$ cat config.mk
export PLATFORM = sky130hd
export DESIGN_NAME = csp_front
export DESIGN_NICKNAME = d
export VERILOG_FILES = /design/src/rtl/core/csp_pkg.sv /design/src/rtl/core/csp_front.sv
export SDC_FILE = /design/constraint.sdc
export NUM_CORES = 1
export LEC_CHECK = 0
export BUFFER_PORTS_ARGS = -buffer_cell sky130_fd_sc_hd__buf_2
export CAP_MARGIN = 20
export CORE_MARGIN = 2
export CORE_UTILIZATION = 54
export DETAILED_ROUTE_END_ITERATION = 16
export GPL_ROUTABILITY_DRIVEN = 0
export GPL_TIMING_DRIVEN = 1
export PLACE_DENSITY = 0.81
export SLEW_MARGIN = 40
export SYNTH_ARGS = -nofsm -noshare
export SYNTH_HDL_FRONTEND = slang
export SYNTH_SLANG_ARGS = --single-unit
$ cat constraint.sdc
create_clock -name i_clk -period 9.3 [get_ports i_clk]
set_input_delay 0.465 -clock i_clk [delete_from_list [all_inputs] [get_ports i_clk]]
set_output_delay 0.465 -clock i_clk [all_outputs]
set_load 0.03 [all_outputs]
$ cat src/rtl/core/csp_pkg.sv
`default_nettype none
package csp_pkg;
    localparam int SLOT_COUNT_DEF    = 16;
    localparam int PAYLOAD_BYTES_DEF = 8;
    localparam int FRACTION_BITS_DEF = 16;

    localparam logic [1:0] ST_OK      = 2'd0;
    localparam logic [1:0] ST_RANGE   = 2'd1;
    localparam logic [1:0] ST_ZERO_FC = 2'd2;

    typedef enum logic [1:0] {
        t_BK_IDLE,
        t_BK_DIV,
        t_BK_WRITE,
        t_BK_OUT
    } t_bk_state;

    // classified work item from front to back
    typedef struct packed {
        logic [7:0]  slot;
        logic [28:0] frame_id;
        logic [3:0]  dlc;
        logic [5:0]  start_bit;
        logic [6:0]  signal_size;
        logic        motorola_order;
        logic [48:0] diff;
        logic [47:0] factor;
        logic        send_now;
    } t_work;
endpackage
`default_nettype wire

$ cat src/rtl/core/csp_front.sv
`default_nettype none
module csp_front #(
    parameter int SLOT_COUNT    = csp_pkg::SLOT_COUNT_DEF,
    parameter int PAYLOAD_BYTES = csp_pkg::PAYLOAD_BYTES_DEF
) (
    input  wire logic           i_clk,
    input  wire logic           i_rst_n,
    input  wire logic           i_valid,
    output logic                o_stall,
    input  wire logic [3:0]     i_slot,
    input  wire logic [28:0]    i_frame_id,
    input  wire logic [3:0]     i_dlc,
    input  wire logic [5:0]     i_start_bit,
    input  wire logic [6:0]     i_signal_size,
    input  wire logic           i_motorola_order,
    input  wire logic [47:0]    i_phys_value,
    input  wire logic [47:0]    i_scale_offset,
    input  wire logic [47:0]    i_scale_factor,
    input  wire logic           i_send_now,
    output logic                o_q_valid,
    input  wire logic           i_q_pop,
    output csp_pkg::t_work      o_q_data
);
    // two-entry queue
    csp_pkg::t_work r_q [2];
    logic [1:0] r_cnt;
    logic       r_rd;
    logic       r_wr;
    csp_pkg::t_work n_w;
    logic push;

    always_comb begin
        // slot wrap as a constant table over the 16 input codes
        n_w.slot = '0;
        for (int k = 0; k < 16; k++) begin
            if (i_slot == 4'(k)) n_w.slot = 8'(k % SLOT_COUNT);
        end
        n_w.frame_id       = i_frame_id;
        n_w.dlc            = (i_dlc > 4'(PAYLOAD_BYTES)) ? 4'(PAYLOAD_BYTES) : i_dlc;
        n_w.start_bit      = i_start_bit;
        n_w.signal_size    = i_signal_size;
        n_w.motorola_order = i_motorola_order;
        n_w.diff           = {i_phys_value[47], i_phys_value}
                           - {i_scale_offset[47], i_scale_offset};
        n_w.factor         = i_scale_factor;
        n_w.send_now       = i_send_now;
    end

    assign o_stall   = (r_cnt == 2'd2);
    assign push      = i_valid && !o_stall;
    assign o_q_valid = (r_cnt != 2'd0);
    assign o_q_data  = r_q[r_rd];

    always_ff @(posedge i_clk) begin
        if (!i_rst_n) begin
            r_cnt <= 2'd0;
            r_rd  <= 1'b0;
            r_wr  <= 1'b0;
        end else begin
            if (push) r_wr <= !r_wr;
            if (i_q_pop) r_rd <= !r_rd;
            r_cnt <= r_cnt + 2'(push) - 2'(i_q_pop);
        end
        if (push) r_q[r_wr] <= n_w;
    end

    a_cnt: assert property (@(posedge i_clk) disable iff (!i_rst_n) r_cnt <= 2'd2)
        else $error("queue count overflow");
    a_pop: assert property (@(posedge i_clk) disable iff (!i_rst_n)
        i_q_pop |-> o_q_valid) else $error("pop from empty queue");
    a_ptr: assert property (@(posedge i_clk) disable iff (!i_rst_n)
        (r_cnt == 2'd0) |-> (r_rd == r_wr)) else $error("pointer mismatch");
endmodule
`default_nettype wire

==> results.toml, run 1 <==
[critical_path]
path_buf_inv = 2
slowest_delay_ns = 0.74
crit_family = "buffers and inverters"
r2r-start = "r_cnt[0]"
critical_path_required_ns = 8.84
cp-end-kind = "output port"
critical_path_class = "flop to output port"
worstPathCellList = "buf_4 > mux2_2 > buf_2"
crit_arrival_ns = 2.68
cp-start-kind = "flop"
critPathSlowestCell = "buf_4"
critPathMaxFanout = 58

[cells_and_area]
layout-drive-gt1-share_pct = 43.4
area_growth_syn_to_layout_pct = 21.0
final_util_pct = 66.0
instances_no_fill = 1656
multi_input_area_mm2 = 0.00457
n_fill_cell = 1860
nNetsFinal = 1549
mostFrequentLayoutCell = "buf_2"
final_cell_mix = "buf_2, edfxtp_1, mux2_2"
regArea_mm2 = 0.00905

[sta]
fin_crit_sh_pct = 33.8
fmax_mhz = 318
tns_ns = 0
fin_ws_ns = 6.15
tightest_slew_ns = 0.798
hold_viol = 0
final_max_slew_viol_count = 0
fin_crit_ns = 3.15
max_slew_margin_pct = 46.8
rsz0062_at_grt = "no"
fin_skew_ns = 0.00825
setup_viol = 0

[floorplan]
chipHeight_um = 165
die_w_um = 165
core_mm2 = 0.0258
io_pins = 355
start_util_pct = 54.5
rows = 59
die_area_mm2 = 0.0273

[power_and_ir_drop]
p_per_area_mw_per_mm2 = 230
p_leak_nw = 6.98
irDropWorstVdd_mv = 0.155

[global_routing]
grt_usage_pct = 20.8
overflow = 0
grt.met3_usage_pct = 2.65
grt_max_degree = 67
antenna_found_initial = 1
top_usage_layer = "met2"
use_met1_pct = 25.9
grt_pass1_vias = 8784
use_met2_pct = 37.4
grt_pass1_wl_um = 44500

[clock_tree]
cts_setup_buffers = 0
clk_latency_ns = 0.54
postCtsResizedCells = 0
cts_htree_levels = 1
clk_pin_slew_ns = 0.06
cts_tree = "built"
cts_inserted_buffers = 29
numClockSinks = 303
cts_root_buffer = "clkbuf_16"
max-clock-path-buffers = 3
holdBufCountCts = 0

[placed_design]
hpwl_um = 21400
io_buffers = 350
post-place-ws_ns = 6.03
dp_cells = 1602

[outcome]
status = "complete, no violations"

[yosys]
avgSynthCellArea_um2 = 14.8
yosysTopAreaCellShare_pct = 63.7
ys_seq_elements = 303
yosys_most_used_dff = "edfxtp_1"
ys_types = 66
synth_area_leader_cell = "edfxtp_1"
synth-seq-area-share_pct = 64.4
synthArstFlopShare_pct = 0
syn_inst = 950
yosys_warnings = 0
synth_edf_count = 298
synth_area_mm2 = 0.0140
synth_area_leaders = "edfxtp_1, mux2_2, ha_1"

[routing]
drc = 0
postRouteAntennaNets = 0
drtPass1Iterations = 4
routed_via_density = 5.42
drtIter0Drc = 545
wire_per_inst_um = 18.0
routed_wirelength_um = 29900
vias = 8980

[min_path]
hold_start = "i_signal_size[5]"
min_path_type = "input pin to flop"

[run]
maxCapViolations = 0
power breakdown:
group          internal, mW  total [mW]  switching [mW]
Combinational         0.335       0.993           0.659
Clock                 0.635        1.11           0.476
Sequential             1.75        1.80          0.0514
state kept, by name, indices dropped and copies added, names as in the netlist, named ones only:
signal  cells
r_cnt       2
r_q       298
r_rd        1
r_wr        1
routing by layer:
layer / vias up / wire length (µm)
li1: 4286 / -
met1: 4296 / 11700
met2: 335 / 15200
met3: 63 / 2050
met4: 0 / 900
met5: - / 0
layout make-up:
| cell class | count | area share [%] |
|---|---|---|
| multi-input combinational | 546 | 26.9 |
| antenna | 1 | 0.0147 |
| clock inverter | 18 | 0.861 |
| tap | 335 | 2.47 |
| sequential | 303 | 53.3 |
| clock buffer | 35 | 4.46 |
| timing repair buffer | 357 | 10.7 |
| inverter | 61 | 1.35 |
worst reg2reg max path: cells and delay by family (launching register included):
| family | cells | cell delay (ns) |
|---|---|---|
| buf+inv | 2 | 1.12 |
| flops | 1 | 0.35 |
| simple gates | 3 | 0.41 |
final timing paths:
kind	endpoint	cells after the start	slack, ns
worst min register to register	flop	2	0.60
worst max register to register	r_q[0][41]	5	7.04
worst min-delay path	r_q[1][104]	1	0.11
worst max-delay path	o_q_data[74]	3	6.15
synthesized netlist by cell type, types with 2 or more instances:
library cell,count
o221ai_1,2
ha_1,50
a211o_1,2
nand3_1,13
dfxtp_1,5
a21oi_2,2
clkbuf_1,26
nor4_1,3
xor2_1,19
mux2_2,149
a31oi_1,11
a221o_1,2
a221oi_1,2
buf_6,3
and3_2,2
or3_1,2
o21ai_0,17
and3_1,6
o21a_1,6
and2b_2,2
or2_2,3
a21o_1,41
buf_1,5
edfxtp_1,298
a21o_2,3
nor3_1,5
a21oi_1,39
mux2i_1,2
nor2_1,24
xnor2_1,26
o211ai_1,6
nand2_1,36
a211oi_1,5
o31ai_1,2
buf_4,5
nor2b_1,8
o21bai_1,9
nand2b_1,3
and2_1,10
inv_1,61
nand4_1,10
metrics by stage:
stage | cell area (µm²) | power [mW] | hold slack (ns)
3_5_place_dp | 16100 | 2.83 | 0.586
4_1_cts | 17000 | 3.94 | 0.0889
5_1_grt | 17000 | 4.07 | 0.0852
3_3_place_gp | 16100 | 2.80 | 0.569
2_1_floorplan | 14100 | 2.56 | 0.542
6_report | 17000 | 3.91 | 0.112
logic make-up after synthesis:
family / share of synthesized area [%]
buf+inv: 3.19
xor+xnor: 2.81
fa+ha+maj: 4.60
flops: 64.4
other cells: 0.0267
simple gates: 4.69
compound gates: 8.19
mux: 12.1
Note: power is estimated with default switching activity, not from simulation.
==> inputs of run 2 (changes only) <==
Settings changed: CORE_UTILIZATION 54 to 48, PLACE_DENSITY 0.81 to 0.76.
Clock period 9.3 ns to 2.5 ns, I/O delays scaled along.
==> results.toml, run 2 (synthesis gave the netlist of run 1 again) <==
[cells_and_area]
mostFrequentLayoutCell = "buf_2"
max_flop_register = "r_q"
layout-drive-gt1-share_pct = 44.3
largest_reg_flops = 298
final_util_pct = 65.8
area_growth_syn_to_layout_pct = 34.8
final_cell_mix = "buf_2, edfxtp_1, mux2_2"
n_fill_cell = 2067
largestRegisters = "r_q (298), r_cnt (2)"
nNetsFinal = 1736
instances_no_fill = 1892

[clock_tree]
max-clock-path-buffers = 3
cts_tree = "built"
cts_htree_levels = 1
cts_inserted_buffers = 30
cts_root_buffer = "clkbuf_16"
clk_pin_slew_ns = 0.06
numClockSinks = 303
cts_setup_buffers = 0
clk_latency_ns = 0.54

[global_routing]
grt_pass1_wl_um = 51300
grt_pass1_vias = 9936
antenna_found_initial = 2
grt_max_degree = 77
overflow = 0
grt_usage_pct = 21.0

[routing]
wire_per_inst_um = 17.5
postRouteAntennaNets = 0
drtIter0Drc = 635
vias = 9723
drtPass1Iterations = 5
routed_via_density = 5.14
routed_wirelength_um = 33200
drc = 0

[sta]
hold_viol = 0
fin_crit_sh_pct = 94.1
setup_viol = 0
fin_crit_ns = 2.35
fin_skew_ns = 0.00969
fmax_mhz = 425
rsz0062_at_grt = "no"
final_max_slew_viol_count = 0
fin_ws_ns = 0.148
whs_ns = 0.0354

[critical_path]
r2r-start = "r_cnt[0]"
crit_arrival_ns = 2.64
critPathMaxFanout = 5
cp-end-kind = "flop"
path_buf_inv = 2
critical_path_class = "input pin to flop"
critical_path_required_ns = 2.78
rr_endpoint = "r_q[1][115]"
reg2reg_depth = 3
rrSetupSlack_ns = 0.88
critPathSlowestCell = "a221o_2"
worstPathCellList = "buf_2 > inv_1 > ha_1 > fa_1 > nor2b_1 > o211ai_1 > a211oi_2 > o2111ai_2 > a31oi_1 > a221o_2 > a21o_1 > xor2_1"
slowest_delay_ns = 0.45
crit_family = "compound AO/OA/AOI/OAI gates"
cp-start-kind = "input pin"

[min_path]
min_delay_worst_endpoint = "r_wr"
min_path_type = "input pin to flop"
hold_start = "i_valid"
hold_depth = 4

[run]
maxCapViolations = 0

[placed_design]
io_buffers = 350
post-place-ws_ns = -0.406
dp_cells = 1734
hpwl_um = 22100

[power_and_ir_drop]
p_leak_nw = 7.87
p_per_area_mw_per_mm2 = 808
finalPower_mw = 15.3
irDropWorstVdd_mv = 0.442

[floorplan]
chipHeight_um = 175
io_pins = 355
die_w_um = 175
core_mm2 = 0.0288
start_util_pct = 48.8
die_area_mm2 = 0.0306
rows = 62

[outcome]
status = "complete, no violations"
==> run 2: worst max-delay path by stage <==
stage | endpoint | cells past startpoint | slack, ns | startpoint
final | r_q[0][89] | 12 | 0.15 | i_phys_value[0]
after CTS | r_q[0][93] | 12 | 0.17 | i_phys_value[0]
after detailed placement | r_q[1][93] | 12 | -0.41 | i_phys_value[0]
after floorplan | r_q[0][0] | 3 | -0.63 | r_cnt[0]
after global placement | r_q[0][89] | 11 | -0.30 | i_scale_offset[11]
after global routing | r_q[1][85] | 13 | 0.05 | i_phys_value[0]
==> run 2: worst reg2reg max path: stages, from the launching register on <==
cell and delay, ns:
dfxtp_2 0.33, nand2b_4 0.14, and3_4 0.39, buf_12 0.35
==> run 2: routing by layer <==
metal  vias up  wire length [µm]  global-route usage (%)
li1       4648                 -                       -
met1      4607             13300                    25.7
met2       389             16600                    37.7
met3        77              2190                    3.46
met4         2              1080                    7.40
met5         -                11                       0
==> run 2: timing repair <==
action,4_1_cts,5_1_grt
endpoints found under the setup margin,0,4
hold buffers,103,0
resized for setup,0,3
endpoints found under the hold margin,207,0
==> run 2: stage by stage <==
step           TNS [ns]  instance area [µm²]
4_1_cts               0                18900
5_1_grt               0                18900
3_5_place_dp     -10.54                16900
3_3_place_gp      -7.11                16900
2_1_floorplan   -132.15                14100
6_report              0                18900
==> run 2: layout make-up <==
type / instances / area, µm² / area share [%]
clock buffer: 33 / 783 / 4.14
sequential: 303 / 9050 / 47.8
tap: 384 / 480 / 2.54
clock inverter: 21 / 213 / 1.12
antenna: 1 / 2.50 / 0.0132
inverter: 61 / 241 / 1.28
multi-input combinational: 546 / 4620 / 24.4
timing repair buffer: 543 / 3530 / 18.7
==> run 2: power by group <==
part / leakage (nW) / internal [mW] / switching [mW]
clock network: 0.481 / 2.66 / 1.81
registers: 2.82 / 6.52 / 0.184
logic: 4.56 / 1.54 / 2.58
total: 7.87 / 10.7 / 4.58
==> inputs of run 3 (changes only) <==
Settings changed: SETUP_SLACK_MARGIN set to 0.4.
==> results.toml, run 3 (synthesis gave the netlist of run 1 again) <==
[routing]
routed_via_density = 5.13
drtIter0Drc = 480
drc = 0
postRouteAntennaNets = 0
drtPass1Iterations = 5
wire_per_inst_um = 17.6
vias = 9738
routed_wirelength_um = 33400

[sta]
hold_viol = 0
tns_ns = 0
max_slew_margin_pct = 55.9
fmax_mhz = 446
fin_skew_ns = 0.0149
fin_ws_ns = 0.260
fin_crit_ns = 2.24
tightest_slew_ns = 0.661
fin_crit_sh_pct = 89.6
final_max_slew_viol_count = 0
setup_viol = 0
rsz0062_at_grt = "yes"

[cells_and_area]
mostFrequentLayoutCell = "buf_2"
area_growth_syn_to_layout_pct = 37.7
n_fill_cell = 1975
regArea_mm2 = 0.00905
multi_input_area_mm2 = 0.00497
largestRegisters = "r_q (298), r_cnt (2)"
final_cell_mix = "buf_2, edfxtp_1, mux2_2"
largest_reg_flops = 298
nNetsFinal = 1744
layout-drive-gt1-share_pct = 47.0
max_flop_register = "r_q"

[clock_tree]
numClockSinks = 303
clk_pin_slew_ns = 0.06
cts_tree = "built"
cts_root_buffer = "clkbuf_16"
clk_latency_ns = 0.53
max-clock-path-buffers = 3
cts_inserted_buffers = 29
cts_htree_levels = 1

[floorplan]
rows = 62
core_mm2 = 0.0288
start_util_pct = 48.8
chipHeight_um = 175
die_w_um = 175
die_area_mm2 = 0.0306
io_pins = 355

[critical_path]
critPathMaxFanout = 4
crit_arrival_ns = 2.52
r2r-start = "r_cnt[0]"
critical_path_class = "input pin to flop"
cp-start-kind = "input pin"
crit_start = "i_phys_value[0]"
rrSetupSlack_ns = 0.84
critical_path_required_ns = 2.78
cp-end-kind = "flop"

[min_path]
min_path_type = "input pin to flop"
hold_start = "i_valid"

[global_routing]
grt_max_degree = 98
antenna_found_initial = 1
grt_pass1_wl_um = 51100
overflow = 0
grt_usage_pct = 20.9
grt_pass1_vias = 9890

[outcome]
status = "complete, no violations"

[placed_design]
post-place-ws_ns = -0.315
hpwl_um = 22600
io_buffers = 350

[power_and_ir_drop]
irDropWorstVdd_mv = 0.419
p_leak_nw = 7.94
p_per_area_mw_per_mm2 = 779

[run]
maxCapViolations = 0
-- run 3: cell types whose count changed in the layout (fill, tap and decap cells not counted), sizes merged --
cell	change
buf	+9
bufinv	-3
clkbuf	+7
clkinv	-5
clkinvlp	-2
-- run 3: cell type report --
cell class                      instances  share of cell area (%)
Sequential cell                       303                    46.8
Clock inverter                         11                   0.433
Inverter                               61                    1.29
Tap cell                              384                    2.48
Clock buffer                           40                    4.12
Antenna cell                            1                  0.0129
Multi-Input combinational cell        546                    25.7
Timing Repair Buffer                  552                    19.2
-- run 3: routing by layer --
| metal | global-route usage, % | part of all wire (%) | up-vias | routed length, µm |
|---|---|---|---|---|
| met1 | 25.3 | 39 | 4664 | 13100 |
| li1 | - | - | 4668 | - |
| met2 | 38.6 | 52 | 337 | 17300 |
| met5 | 0 | 0 | - | 0 |
| met4 | 7.01 | 3.1 | 0 | 1030 |
| met3 | 2.68 | 5.7 | 69 | 1900 |
-- run 3: per-stage QoR --
stage	util (%)	hold slack, ns	cells	cell area, µm²	total power [mW]
after floorplan	-	0.224	953	14300	9.49
after global placement	59.2	0.313	1727	17000	10.7
after detailed placement	59.2	0.316	1727	17000	10.8
after CTS	66.7	0.0389	1897	19200	15.1
after global routing	67.2	0.0865	1898	19300	15.7
final	67.2	0.0797	1898	19300	15.1
-- run 3: power by group --
part           internal (mW)  switching (mW)  leakage [nW]
registers               6.52           0.175          2.82
clock network           2.32            1.74         0.425
logic                   1.66            2.65          4.69
total                   10.5            4.57          7.94
-- run 3: final timing paths --
check,end,cells after the start
setup / recovery,r_q[1][79],14
setup reg to reg,r_q[1][75],3
hold / removal,r_wr,4
hold reg to reg,flop,2
-- run 3: what timing repair did --
item	4_1_cts	5_1_grt
pin swaps	15	15
cloned	0	0
hold buffers	103	0
setup buffers	16	0
endpoints found under the hold margin	207	0
setup endpoints to repair	144	35
resized for setup	18	23
-- run 3: worst max-delay path, cell delays in order --
cell,delay (ns)
buf_8,0.08
inv_8,0.03
ha_4,0.15
fa_2,0.38
nor2b_4,0.13
o211ai_1,0.21
a211oi_2,0.39
o2111ai_4,0.19
buf_6,0.17
nand4_1,0.07
o211ai_2,0.14
buf_4,0.19
buf_6,0.12
xnor2_4,0.13
